**src/sv/fcca_pkg.sv**
```systemverilog
// types, constants and control store of the fat cluster chain allocator
package fcca_pkg;

  localparam int CLUSTERS = 128;
  localparam int CL_AW    = $clog2(CLUSTERS);
  localparam int ENT_W    = 8;
  localparam int ACC_W    = ENT_W + 1;
  localparam int PC_W     = 5;

  localparam logic [ENT_W-1:0] ENT_FREE  = 8'd0;
  localparam logic [ENT_W-1:0] ENT_BAD   = 8'd247;
  localparam logic [ENT_W-1:0] ENT_EOC   = 8'd255;
  localparam logic [ENT_W-1:0] BAD_PHASE = 8'd2;
  localparam logic [ENT_W-1:0] CL_LIMIT  = ENT_W'(CLUSTERS);
  localparam logic [ENT_W-1:0] CL_LAST   = ENT_W'(CLUSTERS - 1);

  localparam logic [1:0] ACT_FORMAT   = 2'd0;
  localparam logic [1:0] ACT_ALLOCATE = 2'd1;
  localparam logic [1:0] ACT_FREE     = 2'd2;
  localparam logic [1:0] ACT_TRUNCATE = 2'd3;

  localparam logic [1:0] ST_DONE    = 2'd0;
  localparam logic [1:0] ST_NOSPACE = 2'd1;
  localparam logic [1:0] ST_REJECT  = 2'd2;

  typedef struct packed {
    logic [1:0] action;
    logic [6:0] head_cluster;
    logic [6:0] length;
    logic [6:0] old_length;
    logic [7:0] defect_count;
  } fcca_in_t;

  typedef struct packed {
    logic [1:0] status;
    logic [6:0] first_cluster;
  } fcca_out_t;

  // datapath operations, one per control word
  typedef enum logic [3:0] {
    OP_NOP,
    OP_ACCEPT,
    OP_DONE,
    OP_F_INIT,
    OP_F_DIV,
    OP_F_WRITE,
    OP_A_INIT,
    OP_RD,
    OP_A_LINK,
    OP_A_EOC,
    OP_NOSPACE,
    OP_W_INIT,
    OP_REL_WRITE,
    OP_T_STEP,
    OP_REJECT
  } op_e;

  // jump conditions
  typedef enum logic [3:0] {
    C_NEVER,
    C_ALWAYS,
    C_WAIT_IN,
    C_WAIT_OUT,
    C_DEF_ZERO,
    C_ACC_LE,
    C_I_NOT_LAST,
    C_SHORT,
    C_NOT_LINK_LAST,
    C_REL_EXIT,
    C_REL_CONT,
    C_REJECT,
    C_T_CONT,
    C_RD_NEXT
  } cond_e;

  typedef struct packed {
    op_e             op;
    cond_e           cond;
    logic [PC_W-1:0] target;
  } ucode_t;

  // control store addresses
  localparam logic [PC_W-1:0] U_IDLE      = 5'd0;
  localparam logic [PC_W-1:0] U_DONE      = 5'd1;
  localparam logic [PC_W-1:0] U_FMT       = 5'd2;
  localparam logic [PC_W-1:0] U_FMT_DIV   = 5'd3;
  localparam logic [PC_W-1:0] U_FMT_SWEEP = 5'd4;
  localparam logic [PC_W-1:0] U_FMT_END   = 5'd5;
  localparam logic [PC_W-1:0] U_ALC       = 5'd6;
  localparam logic [PC_W-1:0] U_ALC_RD    = 5'd7;
  localparam logic [PC_W-1:0] U_ALC_LINK  = 5'd8;
  localparam logic [PC_W-1:0] U_ALC_EOC   = 5'd9;
  localparam logic [PC_W-1:0] U_ALC_FAIL  = 5'd10;
  localparam logic [PC_W-1:0] U_FREE      = 5'd11;
  localparam logic [PC_W-1:0] U_REL_RD    = 5'd12;
  localparam logic [PC_W-1:0] U_REL_WR    = 5'd13;
  localparam logic [PC_W-1:0] U_REL_END   = 5'd14;
  localparam logic [PC_W-1:0] U_TRN       = 5'd15;
  localparam logic [PC_W-1:0] U_TRN_RD    = 5'd16;
  localparam logic [PC_W-1:0] U_TRN_STEP  = 5'd17;
  localparam logic [PC_W-1:0] U_TRN_CUT   = 5'd18;
  localparam logic [PC_W-1:0] U_TRN_END   = 5'd19;
  localparam logic [PC_W-1:0] U_TRN_REJ   = 5'd20;

  function automatic ucode_t ucode_rom(input logic [PC_W-1:0] addr);
    ucode_t w;
    w = '{op: OP_NOP, cond: C_ALWAYS, target: U_IDLE};
    case (addr)
      U_IDLE:      w = '{op: OP_ACCEPT,    cond: C_WAIT_IN,       target: U_IDLE};
      U_DONE:      w = '{op: OP_DONE,      cond: C_WAIT_OUT,      target: U_IDLE};
      // format: work out the bad stride, then sweep the whole table
      U_FMT:       w = '{op: OP_F_INIT,    cond: C_DEF_ZERO,      target: U_FMT_SWEEP};
      U_FMT_DIV:   w = '{op: OP_F_DIV,     cond: C_ACC_LE,        target: U_FMT_DIV};
      U_FMT_SWEEP: w = '{op: OP_F_WRITE,   cond: C_I_NOT_LAST,    target: U_FMT_SWEEP};
      U_FMT_END:   w = '{op: OP_NOP,       cond: C_ALWAYS,        target: U_DONE};
      // allocate: scan upwards, linking free entries
      U_ALC:       w = '{op: OP_A_INIT,    cond: C_SHORT,         target: U_ALC_FAIL};
      U_ALC_RD:    w = '{op: OP_RD,        cond: C_NEVER,         target: U_IDLE};
      U_ALC_LINK:  w = '{op: OP_A_LINK,    cond: C_NOT_LINK_LAST, target: U_ALC_RD};
      U_ALC_EOC:   w = '{op: OP_A_EOC,     cond: C_ALWAYS,        target: U_DONE};
      U_ALC_FAIL:  w = '{op: OP_NOSPACE,   cond: C_ALWAYS,        target: U_DONE};
      // free: walk the chain clearing entries
      U_FREE:      w = '{op: OP_W_INIT,    cond: C_NEVER,         target: U_IDLE};
      U_REL_RD:    w = '{op: OP_RD,        cond: C_REL_EXIT,      target: U_DONE};
      U_REL_WR:    w = '{op: OP_REL_WRITE, cond: C_REL_CONT,      target: U_REL_RD};
      U_REL_END:   w = '{op: OP_NOP,       cond: C_ALWAYS,        target: U_DONE};
      // truncate: walk to the new last cluster, cut, then free the tail
      U_TRN:       w = '{op: OP_W_INIT,    cond: C_REJECT,        target: U_TRN_REJ};
      U_TRN_RD:    w = '{op: OP_RD,        cond: C_REL_EXIT,      target: U_DONE};
      U_TRN_STEP:  w = '{op: OP_T_STEP,    cond: C_T_CONT,        target: U_TRN_RD};
      U_TRN_CUT:   w = '{op: OP_NOP,       cond: C_RD_NEXT,       target: U_REL_RD};
      U_TRN_END:   w = '{op: OP_NOP,       cond: C_ALWAYS,        target: U_DONE};
      U_TRN_REJ:   w = '{op: OP_REJECT,    cond: C_ALWAYS,        target: U_DONE};
      default:     w = '{op: OP_NOP,       cond: C_ALWAYS,        target: U_IDLE};
    endcase
    return w;
  endfunction

endpackage

```
**src/sv/fat_cluster_chain_allocator_core.sv**
```systemverilog
// fat cluster chain allocator: microcoded sequencer, table memory and result register
//
//   channel | signals                          | direction | payload
//   --------+----------------------------------+-----------+------------------------------
//   in      | in_valid_i  in_ready_o           | into core | in_data_i  (fcca_in_t)
//   out     | out_valid_o out_ready_i          | from core | out_data_o (fcca_out_t)
//
// one transfer in flight at a time; a format works out the bad stride (skipped with no defects)
// and then sweeps the whole table, an allocate scans upwards up to the last cluster taken,
// a free and a truncate walk the chain entry by entry, and a refusal only sets its status
// each loop step is a read word and then a word that uses it, as the next address comes from a registered table read
// reset clears the control state and the per-entry valid bits, so the table reads free at once
// a result waiting in the output register blocks only the next result load, not the next input
module fat_cluster_chain_allocator_core (
  input  logic               clk_i,
  input  logic               rst_ni,
  input  logic               in_valid_i,
  output logic               in_ready_o,
  input  fcca_pkg::fcca_in_t in_data_i,
  output logic               out_valid_o,
  input  logic               out_ready_i,
  output fcca_pkg::fcca_out_t out_data_o
);
  import fcca_pkg::*;

  // sequencer
  logic [PC_W-1:0] pc_q, pc_d;
  ucode_t          uw;

  // latched input item and result under construction
  fcca_in_t        item_q;
  logic [1:0]      status_q, status_d;
  logic [6:0]      first_q, first_d;

  // datapath registers
  logic [ENT_W-1:0] idx_q, idx_d;     // table pointer, may hold any entry value
  logic [ENT_W-1:0] cnt_q, cnt_d;     // link count or walk step count
  logic [ACC_W-1:0] acc_q, acc_d;     // stride accumulator for format
  logic [ENT_W-1:0] k_q, k_d;         // bad stride
  logic [ENT_W-1:0] ph_q, ph_d;       // index modulo stride
  logic [CL_AW-1:0] prev_q, prev_d;   // last cluster linked
  logic [CL_AW-1:0] head_q, head_d;   // head of the new chain
  logic [ENT_W-1:0] free_q, free_d;   // number of free entries

  // table memory, per-entry valid bits stand in for the reset clear
  logic [ENT_W-1:0]    mem_q [CLUSTERS];
  logic [CLUSTERS-1:0] vld_q;
  logic [ENT_W-1:0]    rd_q;
  logic                rd_vld_q;
  logic                mem_we;
  logic [CL_AW-1:0]    mem_waddr;
  logic [ENT_W-1:0]    mem_wdata;
  logic                mem_re;

  // output register
  fcca_out_t out_q;
  logic      out_valid_q;

  // decoded values
  logic [ENT_W-1:0] rd_val;
  logic             rd_free, rd_stop, rd_eoc;
  logic [ENT_W-1:0] len_ext, old_ext, need;
  logic [ACC_W-1:0] def_ext;
  logic             is_bad;
  logic             acc_le;
  logic             out_free;
  logic             in_fire;
  logic             cond_hit;
  logic [PC_W-1:0]  entry_pc;

  assign uw = ucode_rom(pc_q);

  assign rd_val  = rd_vld_q ? rd_q : ENT_FREE;
  assign rd_free = (rd_val == ENT_FREE);
  assign rd_stop = rd_free || (rd_val == ENT_BAD);
  assign rd_eoc  = (rd_val == ENT_EOC);

  assign len_ext = ENT_W'(item_q.length);
  assign old_ext = ENT_W'(item_q.old_length);
  assign need    = len_ext + ENT_W'(1);
  assign def_ext = ACC_W'(item_q.defect_count);
  assign acc_le  = (acc_q <= ACC_W'(CLUSTERS));
  // i mod stride == 2, with no marks when the stride came out as zero
  assign is_bad  = (k_q != '0) && (ph_q == BAD_PHASE);

  assign in_ready_o = (uw.op == OP_ACCEPT);
  assign in_fire    = in_valid_i && in_ready_o;
  assign out_free   = !out_valid_q || out_ready_i;

  always_comb begin
    case (in_data_i.action)
      ACT_FORMAT:   entry_pc = U_FMT;
      ACT_ALLOCATE: entry_pc = U_ALC;
      ACT_FREE:     entry_pc = U_FREE;
      ACT_TRUNCATE: entry_pc = U_TRN;
      default:      entry_pc = U_IDLE;
    endcase
  end

  // jump conditions
  always_comb begin
    case (uw.cond)
      C_DEF_ZERO:      cond_hit = (item_q.defect_count == '0);
      C_ACC_LE:        cond_hit = acc_le;
      C_I_NOT_LAST:    cond_hit = (idx_q != CL_LAST);
      C_SHORT:         cond_hit = (free_q < need);
      C_NOT_LINK_LAST: cond_hit = !(rd_free && (cnt_q == len_ext));
      C_REL_EXIT:      cond_hit = (idx_q >= CL_LIMIT) || (cnt_q == CL_LIMIT);
      C_REL_CONT:      cond_hit = !rd_stop && !rd_eoc;
      C_REJECT:        cond_hit = (len_ext >= old_ext);
      C_T_CONT:        cond_hit = !rd_stop && !rd_eoc && (cnt_q != len_ext);
      C_RD_NEXT:       cond_hit = !rd_stop && !rd_eoc;
      default:         cond_hit = 1'b0;
    endcase
  end

  // next step address
  always_comb begin
    case (uw.cond)
      C_NEVER:    pc_d = pc_q + PC_W'(1);
      C_ALWAYS:   pc_d = uw.target;
      C_WAIT_IN:  pc_d = in_valid_i ? entry_pc : pc_q;
      C_WAIT_OUT: pc_d = out_free ? uw.target : pc_q;
      default:    pc_d = cond_hit ? uw.target : pc_q + PC_W'(1);
    endcase
  end

  // datapath, one operation per control word
  always_comb begin
    idx_d     = idx_q;
    cnt_d     = cnt_q;
    acc_d     = acc_q;
    k_d       = k_q;
    ph_d      = ph_q;
    prev_d    = prev_q;
    head_d    = head_q;
    free_d    = free_q;
    status_d  = status_q;
    first_d   = first_q;
    mem_we    = 1'b0;
    mem_waddr = idx_q[CL_AW-1:0];
    mem_wdata = ENT_FREE;
    mem_re    = 1'b0;
    case (uw.op)
      OP_ACCEPT: begin
        status_d = ST_DONE;
        first_d  = '0;
      end
      OP_F_INIT: begin
        idx_d  = '0;
        acc_d  = def_ext;
        k_d    = '0;
        ph_d   = '0;
        free_d = CL_LIMIT;
      end
      OP_F_DIV: begin
        // stride = CLUSTERS / defect_count by repeated addition
        if (acc_le) begin
          k_d   = k_q + ENT_W'(1);
          acc_d = acc_q + def_ext;
        end
      end
      OP_F_WRITE: begin
        mem_we    = 1'b1;
        mem_wdata = is_bad ? ENT_BAD : ENT_FREE;
        if (is_bad) free_d = free_q - ENT_W'(1);
        idx_d     = idx_q + ENT_W'(1);
        ph_d      = (ph_q == k_q - ENT_W'(1)) ? '0 : ph_q + ENT_W'(1);
      end
      OP_A_INIT: begin
        idx_d = '0;
        cnt_d = '0;
      end
      OP_RD: begin
        mem_re = 1'b1;
      end
      OP_A_LINK: begin
        if (rd_free) begin
          if (cnt_q != '0) begin
            mem_we    = 1'b1;
            mem_waddr = prev_q;
            mem_wdata = idx_q;
          end else begin
            head_d = idx_q[CL_AW-1:0];
          end
          prev_d = idx_q[CL_AW-1:0];
          cnt_d  = cnt_q + ENT_W'(1);
          free_d = free_q - ENT_W'(1);
        end
        idx_d = idx_q + ENT_W'(1);
      end
      OP_A_EOC: begin
        mem_we    = 1'b1;
        mem_waddr = prev_q;
        mem_wdata = ENT_EOC;
        first_d   = 7'(head_q);
      end
      OP_NOSPACE: begin
        status_d = ST_NOSPACE;
      end
      OP_W_INIT: begin
        idx_d = ENT_W'(item_q.head_cluster);
        cnt_d = '0;
      end
      OP_REL_WRITE: begin
        if (!rd_stop) begin
          mem_we    = 1'b1;
          mem_wdata = ENT_FREE;
          free_d    = free_q + ENT_W'(1);
          idx_d     = rd_val;
          cnt_d     = cnt_q + ENT_W'(1);
        end
      end
      OP_T_STEP: begin
        if (!rd_stop) begin
          idx_d = rd_val;
          if (cnt_q == len_ext) begin
            // new last cluster, the tail walk restarts its step count
            mem_we    = 1'b1;
            mem_wdata = ENT_EOC;
            cnt_d     = '0;
          end else begin
            cnt_d = cnt_q + ENT_W'(1);
          end
        end
      end
      OP_REJECT: begin
        status_d = ST_REJECT;
      end
      default: begin
      end
    endcase
  end

  always_ff @(posedge clk_i or negedge rst_ni) begin
    if (!rst_ni) begin
      pc_q        <= U_IDLE;
      free_q      <= CL_LIMIT;
      out_valid_q <= 1'b0;
      vld_q       <= '0;
      rd_vld_q    <= 1'b0;
    end else begin
      pc_q   <= pc_d;
      free_q <= free_d;
      if (mem_we) vld_q[mem_waddr] <= 1'b1;
      if (mem_re) rd_vld_q <= vld_q[idx_q[CL_AW-1:0]];
      if (uw.op == OP_DONE && out_free) begin
        out_valid_q <= 1'b1;
      end else if (out_ready_i) begin
        out_valid_q <= 1'b0;
      end
    end
  end

  // payload and datapath registers
  always_ff @(posedge clk_i) begin
    if (in_fire) item_q <= in_data_i;
    idx_q    <= idx_d;
    cnt_q    <= cnt_d;
    acc_q    <= acc_d;
    k_q      <= k_d;
    ph_q     <= ph_d;
    prev_q   <= prev_d;
    head_q   <= head_d;
    status_q <= status_d;
    first_q  <= first_d;
    if (uw.op == OP_DONE && out_free) begin
      out_q.status        <= status_q;
      out_q.first_cluster <= first_q;
    end
  end

  // table memory
  always_ff @(posedge clk_i) begin
    if (mem_we) mem_q[mem_waddr] <= mem_wdata;
    if (mem_re) rd_q <= mem_q[idx_q[CL_AW-1:0]];
  end

  assign out_valid_o = out_valid_q;
  assign out_data_o  = out_q;

  // free count can never pass the table size
  a_free_bound: assert property (@(posedge clk_i) disable iff (!rst_ni)
    free_q <= CL_LIMIT)
    else $error("free cluster count above table size");

  // a result is loaded only from the completion step
  a_out_from_done: assert property (@(posedge clk_i) disable iff (!rst_ni)
    $rose(out_valid_q) |-> $past(pc_q) == U_DONE)
    else $error("result loaded outside the completion step");

  // an accepted transfer always leaves the idle word
  a_accept_leaves_idle: assert property (@(posedge clk_i) disable iff (!rst_ni)
    in_fire |=> pc_q != U_IDLE)
    else $error("sequencer stayed idle after an input transfer");

  // the table is never written while waiting for work
  a_no_write_idle: assert property (@(posedge clk_i) disable iff (!rst_ni)
    mem_we |-> (pc_q != U_IDLE) && (pc_q != U_DONE))
    else $error("table written while idle");

endmodule
```
**config.mk**
```make
export PLATFORM = sky130hd
export DESIGN_NAME = fat_cluster_chain_allocator_core
export DESIGN_NICKNAME = d
export VERILOG_FILES = /design/src/sv/fcca_pkg.sv /design/src/sv/fat_cluster_chain_allocator_core.sv
export SDC_FILE = /design/constraint.sdc
export NUM_CORES = 1
export LEC_CHECK = 0
export BUFFER_PORTS_ARGS = -buffer_cell sky130_fd_sc_hd__buf_4
export CAP_MARGIN = 40
export CORE_MARGIN = 3
export CORE_UTILIZATION = 40
export DETAILED_ROUTE_END_ITERATION = 7
export PLACE_DENSITY = 0.52
export SYNTH_ARGS = -nofsm -noshare
export SYNTH_HDL_FRONTEND = slang
export SYNTH_SLANG_ARGS = --single-unit
```
**constraint.sdc**
```tcl
create_clock -name clk_i -period 14.1 [get_ports clk_i]
set_clock_uncertainty 0.05 [all_clocks]
set_input_delay 4.23 -clock clk_i [delete_from_list [all_inputs] [get_ports clk_i]]
set_output_delay 4.23 -clock clk_i [all_outputs]
set_load 0.01 [all_outputs]
```
==> summary.txt, run 1 <==
CTS
  • Clock Latency Late Sink: slightly below 0.8 ns
  • TritonCTS Sinks: 1277
  • H-tree depth: 4
  • Resized cells post-CTS: 0
  • Post-CTS Hold Fix Bufs: 0
  • Reg clk slew, reported paths: 0.05 ns
  • Clock root buffer: clkbuf_16
  • CTS max path bufs: 3
  • CTS tree: yes
  • Post-CTS Setup Bufs: 0
  • TritonCTS buffer count: between 100 and 150

Die
  • Die X: approximately 370 um
  • Initial core utilization: roughly two fifths
  • IO Pins: 46
  • Die Ht: around 370 um
  • # rows: about 130
  • Die area: approximately 140000 sq um
  • Core Area: 130000 sq um

Global routing
  • First-pass GRT wire length: ~190000 um
  • Largest net degree at the start of global routing: 138
  • Initial antenna violation count: 8
  • Global Route Usage Sum: slightly below 20%
  • Number of global-route vias before repair: around 28000
  • GR Overflow Total: 0

Finish
  • Share of cells above drive strength 1: 24.8%
  • Fillers: ~11000
  • Design area: between 50000 and 60000 sq um
  • Area grow syn2layout: 13.3%
  • Fin nets: just under 3000
  • Non-filler cells in the finished layout: 4663

Place
  • Placed Instances: 4402
  • Place WS: 7.03 ns
  • DPL Wire Length: 77900 um
  • RePlAce Congestion: 0.841
  • I/O Buffers: 45
  • Post-DP Area: 55100 sq um

Yosys
  • Top cells by count, synth: edfxtp_1 (1134), mux4_2 (374), nor2_1 (171)
  • Unique masters post-synth: 78
  • Synth Area in Compound Gates: 3.72%
  • Count leader, synth: edfxtp_1
  • Mapped Nets: 2787
  • Synth top area share: 64.8%
  • Mean Syn Cell Area: roughly 19 sq um
  • Mux share of post-synthesis cell area: 16.6%
  • Area leader, netlist: edfxtp_1
  • EDFF count, synth: around 1100
  • Largest family of logic cells by synthesized area: multiplexers
  • Cells after synthesis: 2707
  • Simple-Gate Fraction of Synth Area: 4.29%
  • Total number of yosys warnings: 0
  • FF+latch count, synth: roughly 1300
  • Synth Area in Adders: 1.10%
  • Xor/xnor share of the synthesized area: 1.00%
  • Top cells by area, synth: edfxtp_1 (65%), mux4_2 (16%), dfrtp_1 (6.8%)
  • Mapped Area: 52500 sq um
  • Async set-reset flop share out of synthesis: ~11%
  • Sequential-to-total area share from yosys stat: 71.6%
  • Post-synth top flop: edfxtp_1

Timing
  • Fmax: 0.126 GHz
  • Period utilisation layout: a little under three fifths
  • Final max-slew violation count: 0
  • # setup viols final: 0
  • Final TNS setup: 0 ns
  • Max_slew headroom: between 30% and 40%
  • Worst-margin pin slew: between 0.9 and 1 ns
  • Fin. Hold Viols: 0
  • Final WS setup: 6.14 ns
  • Unrepaired setup endpoints after global routing: no
  • Final min period: 7.96 ns

Setup path
  • Slowest-stage cell, CP: dfrtp_1
  • Worst Setup End Kind: primary output
  • Buffer and inverter count on the worst path: 2
  • Arr. time, crit path: 3.68 ns
  • Worst Path Required: around 9.8 ns
  • Startpoint Class: register
  • Top delay family on crit path: flip-flops
  • CP max FO: 15
  • Critical path class: register to primary output
  • Cells along the critical path: inv_1, ha_1, mux2_2, a221oi_2, nand2_1, nor3_1, buf_4
  • CP max stage delay: 0.68 ns

Power and ir drop
  • Logic gate share of total power: 36.2%
  • Pleak: 0.0199 uW
  • Switch Pwr: 4960 uW
  • Sw frac: 35.3%
  • Maximum VDD drop: 0.183 mV
  • Clock power share: approximately a quarter
  • Pwr dens: 236 nW/um^2
  • Internal power: 9110 uW
  • Flop pwr share: 38.7%

Route
  • Final WL: 128000 um
  • Post-DRT Antenna Nets: 0
  • DR iter-0 viols: 2365
  • First-pass DRT Iterations: 5
  • Vias/cell: 5.64
  • Vias: 26300
  • WL/cell: 27.5 um
  • DRC viols: 0

Min path
  • Hold Crit Class: register to register

Outcome
  • Outcome: completed

Job
  • Max-cap violation count: 0
flip-flops by register name, indices dropped and copies added (netlist names), 2 cells and up:
signal,cells
vld_q,128
def_ext,8
pc_q,5
first_q,7
prev_q,7
status_q,2
out_data_o,9
free_q,8
ph_q,8
k_q,8
acc_q,9
head_q,7
item_q,21
rd_q,8
cnt_q,8
idx_q,8
mem_q,1024
kinds of logic (layout without fill, tap and decap cells):
family | after synthesis | count (layout)
DFF | 1277 | 1277
and+or+nand+nor | 460 | 460
muxes | 395 | 395
AOI/OAI and AO/OA | 278 | 278
buffers and inverters | 192 | 405
xor gates and xnor gates | 60 | 60
adders and majority gates | 45 | 45
other | 0 | 1
metrics by stage:
| stage | hold slack, ns | power, uW | utilization [%] |
|---|---|---|---|
| floorplan | 0.350 | 8790 | - |
| global placement | 0.371 | 10500 | 42.1 |
| detailed placement | 0.366 | 10700 | 42.4 |
| CTS | 0.378 | 14300 | 45.8 |
| global route | 0.387 | 14800 | 45.8 |
| finish | 0.373 | 14100 | 45.8 |
final timing paths:
| check | from | end | slack [ns] | cells past startpoint |
|---|---|---|---|---|
| setup / recovery | pc_q[0] | in_ready_o | 6.14 | 7 |
| hold / removal | status_q[1] | out_data_o[8] | 0.37 | 0 |
| setup reg to reg | pc_q[0] | mem_q[98][7] | 8.34 | 12 |
| hold reg to reg | status_q[1] | out_data_o[8] | 0.37 | 0 |
| max in group asynchronous | rst_ni | vld_q[14] | 9.53 | 3 |
| min in group asynchronous | rst_ni | pc_q[4] | 3.38 | 1 |
layout make-up:
class	instances	area, sq um	area share [%]
Clock buffer	178	3740	6.28
Antenna cell	1	2.50	0.00420
Timing Repair Buffer	115	1070	1.80
Inverter	31	116	0.195
Tap cell	1742	2180	3.66
Multi-Input combinational cell	1238	14100	23.7
Clock inverter	81	703	1.18
Sequential cell	1277	37600	63.2
power by group through the flow:
stage	Combinational, uW	Clock (uW)	Sequential, uW
2_1_floorplan	3330	0	5470
3_3_place_gp	4990	0	5500
3_5_place_dp	5180	0	5510
4_1_cts	5200	3620	5440
5_1_grt	5490	3780	5480
6_report	5100	3530	5440
placed cells by master, fill, tap and decap left out, types with 7 or more instances in the layout:
master and count:
ha_1 43, a22oi_1 8, nand2_4 7, buf_4 95, nand3_1 35, clkinv_2 22, nor2b_1 7, nor3_1 27
a21oi_1 24, clkbuf_16 144, xnor2_1 31, inv_6 8, edfxtp_1 1134, clkbuf_1 33, nand4_1 16, xor2_1 29
dfrtp_1 142, o21bai_1 98, inv_1 30, mux4_2 374, nand2_1 85, mux2i_1 7, a21o_1 44, a211oi_1 7
and2_1 42, nor2_1 171, clkinv_1 33, a31oi_1 14, o21ai_0 41, nand2b_1 8, nor4_1 11, and3_1 15
bufinv_16 9
worst reg2reg max path: stages, from the launching register on:
cell	delay (ns)
dfrtp_1	0.68
inv_1	0.15
ha_1	0.29
nand2_1	0.17
a211oi_1	0.15
or3_1	0.61
nor4_1	0.39
buf_4	0.24
or2_1	0.13
buf_4	0.29
mux2i_4	0.52
nand4_1	0.75
nor2_1	0.95
layer usage:
metal	vias up	wire length [um]	track usage, %	part of all wire, %
met5	-	13	0	0.010
met3	154	6410	3.38	5.0
li1	11200	-	-	-
met1	14200	57000	27.4	45
met4	2	2510	4.91	2.0
met2	712	62100	30.8	49
Power figures use the tool's default switching activity.
==> inputs of run 2 (changes only) <==
- PLACE_DENSITY: 0.52 -> 0.54
- clock period: 14.1 -> 7.3 ns (I/O delays scaled with it)
==> summary.txt, run 2 (synthesized netlist as in run 1, its figures left out) <==
Setup path
  • Arr. time, crit path: 6.26 ns (+2.58 ns)
  • R2R setup slack: 1.35 ns (-6.99 ns)
  • Worst Path Required: 7.61 ns (-2.21 ns)
  • CP max stage delay: 0.90 ns (+0.22 ns)
  • Worst Setup End Kind: register
  • Top delay family on crit path: simple AND/OR/NAND/NOR gates
  • Worst r2r src: pc_q[0]
  • Startpoint Class: register
  • Cell mode on critical path: buf_4
  • Buffer and inverter count on the worst path: 3 (+1)
  • CP max FO: 16 (+1)
  • Critical path launch point: pc_q[0]
  • Worst reg2reg path endpoint: mem_q[99][0]
  • Critical path class: register to register
  • Stages on the worst setup path: 12 (+5)
  • Cells along the critical path: inv_1, ha_1, nand2_1, a211oi_1, or3_1, nor4_1, buf_4, or2_1, buf_4, mux2i_4, nand4_1, nor2_1
  • R2R depth: 12 (unchanged)
  • Slowest-stage cell, CP: nor2_1
  • Crit path capture: mem_q[99][0]

Timing
  • Worst-margin pin slew: 0.897 ns (-0.0940 ns)
  • Final min period: approximately 6 ns
  • # setup viols final: 0 (unchanged)
  • Period utilisation layout: roughly 81%
  • Max_slew headroom: 39.8% (+5.8 points)
  • Fin. Hold Viols: 0 (unchanged)
  • Fmax: 0.168 GHz
  • Hold Slack: 0.364 ns (-0.00902 ns)
  • Final TNS setup: 0 ns (unchanged)
  • Unrepaired setup endpoints after global routing: no
  • Final max-slew violation count: 0 (unchanged)

Finish
  • Fin util: 45.9% (+0.093 points)
  • Biggest register: mem_q
  • Number of flip-flops in the largest register: 1024 (unchanged)
  • Area grow syn2layout: 13.6%
  • Top Registers: mem_q (1024), vld_q (128), item_q (21)
  • Share of cells above drive strength 1: 25.2% (+0.42 points)
  • Non-filler cells in the finished layout: 4657 (-0.13%)
  • Ant diodes: 0 (-1)
  • Commonest non-fill, non-tap cell in the layout: edfxtp_1
  • Commonest cells after routing, fill and taps aside: edfxtp_1 (1134), mux4_2 (374), nor2_1 (171), clkbuf_16 (144), dfrtp_1 (142)
  • Fin nets: 2882 (-0.069%)

CTS
  • TritonCTS Sinks: 1277 (unchanged)
  • Post-CTS Hold Fix Bufs: 0 (unchanged)
  • Reg clk slew, reported paths: 0.06 ns (about the same)
  • Resized cells post-CTS: 0 (unchanged)
  • Clock root buffer: clkbuf_16
  • H-tree depth: 4 (unchanged)
  • CTS max path bufs: 3 (unchanged)
  • CTS tree: yes
  • Clock Latency Late Sink: 0.74 ns (-0.04 ns)
  • TritonCTS buffer count: 139 (-1.4%)
  • Post-CTS Setup Bufs: 0 (unchanged)

Power and ir drop
  • Pwr dens: 462 nW/um^2 (+95%)
  • Sw frac: 35.3% (+0.059 points)
  • Switch Pwr: 9730 uW (+96%)
  • Maximum VDD drop: 0.451 mV (+150%)
  • Pleak: 0.0200 uW (+0.23%)
  • Internal power: 17800 uW (+96%)
  • Logic gate share of total power: 36.3% (about the same)
  • Clock power share: 25.5% (+0.4 points)
  • Flop pwr share: 38.2% (-0.5 points)

Route
  • Post-DRT Antenna Nets: 0 (unchanged)
  • Final WL: 130000 um (+1.3%)
  • Vias/cell: 5.73 (+1.5%)
  • Vias: 26700 (+1.4%)
  • WL/cell: 27.9 um (+1.4%)
  • DR iter-0 viols: 2612 (+10%)
  • First-pass DRT Iterations: 8 (+3)
  • DRC viols: 0 (unchanged)

Place
  • I/O Buffers: 45 (unchanged)
  • DPL Wire Length: 80200 um (+3.0%)
  • Placed Instances: 4403 (+0.023%)
  • RePlAce Congestion: 0.882 (+5.0%)

Global routing
  • GR Overflow Total: 0 (unchanged)
  • Initial antenna violation count: 3 (-5)
  • Global Route Usage Sum: 19.3% (+0.14 points)
  • First-pass GRT wire length: 194000 um (+1.3%)
  • Largest net degree at the start of global routing: 114 (-17%)
  • Number of global-route vias before repair: 27400 (-0.88%)

Die
  • IO Pins: 46 (unchanged)
  • Core Area: 130000 sq um (unchanged)
  • # rows: 132 (unchanged)
  • Die Ht: 368 um (unchanged)
  • Die X: 368 um (unchanged)
  • Die area: 136000 sq um (unchanged)
  • Initial core utilization: 40.4% (unchanged)

Job
  • Max-cap violation count: 0 (unchanged)

Min path
  • Hold depth: 0 (unchanged)
  • Hold Crit Class: register to register

Outcome
  • Outcome: completed
==> run 2: cell count changes in the layout (fill, tap and decap cells not counted), sizes merged <==
cell / before / now
buf: 114 / 115
inv: 40 / 38
clkdlybuf4s15: 1 / 0
bufinv: 9 / 11
clkinvlp: 4 / 9
clkbuf: 178 / 195
diode: 1 / 0
clkinv: 59 / 32
==> run 2: per-stage QoR <==
step,power [uW],cell area (sq um),setup WS [ns]
detailed placement,20800,55100,1.43
finish,27500,59700,1.35
global placement,20400,54800,1.61
global route,28800,59700,1.02
floorplan,17000,52500,2.35
CTS,27800,59700,1.41
==> run 2: layer usage <==
| metal | global-route usage (%) | vias to the layer above | wire [um] |
|---|---|---|---|
| li1 | - | 11200 | - |
| met1 | 28.7 | 14300 | 58000 |
| met2 | 29.6 | 1026 | 60400 |
| met3 | 3.60 | 173 | 8720 |
| met4 | 5.01 | 0 | 2590 |
| met5 | 0 | - | 0 |
==> run 2: cell type report <==
class,instances,area [sq um]
Fill cell,10800,70300
Multi-Input combinational cell,1238,14100
Tap cell,1742,2180
Inverter,31,116
Sequential cell,1277,37600
Timing Repair Buffer,115,1070
Clock buffer,195,3940
Clock inverter,59,644
==> run 2: power groups by stage <==
stage	Clock [uW]	Combinational (uW)	Sequential, uW
floorplan	0	6420	10600
global placement	0	9760	10700
detailed placement	0	10100	10700
CTS	7160	10100	10500
global route	7480	10700	10600
finish	7010	10000	10500
==> run 2: how the worst min path moves through the flow <==
stage                      startpoint             to  slack (ns)
after floorplan            first_q[0]  out_data_o[0]        0.35
after global placement    status_q[1]  out_data_o[8]        0.36
after detailed placement   first_q[3]  out_data_o[3]        0.35
after CTS                  first_q[4]  out_data_o[4]        0.36
after global routing       first_q[4]  out_data_o[4]        0.37
final                      first_q[3]  out_data_o[3]        0.36
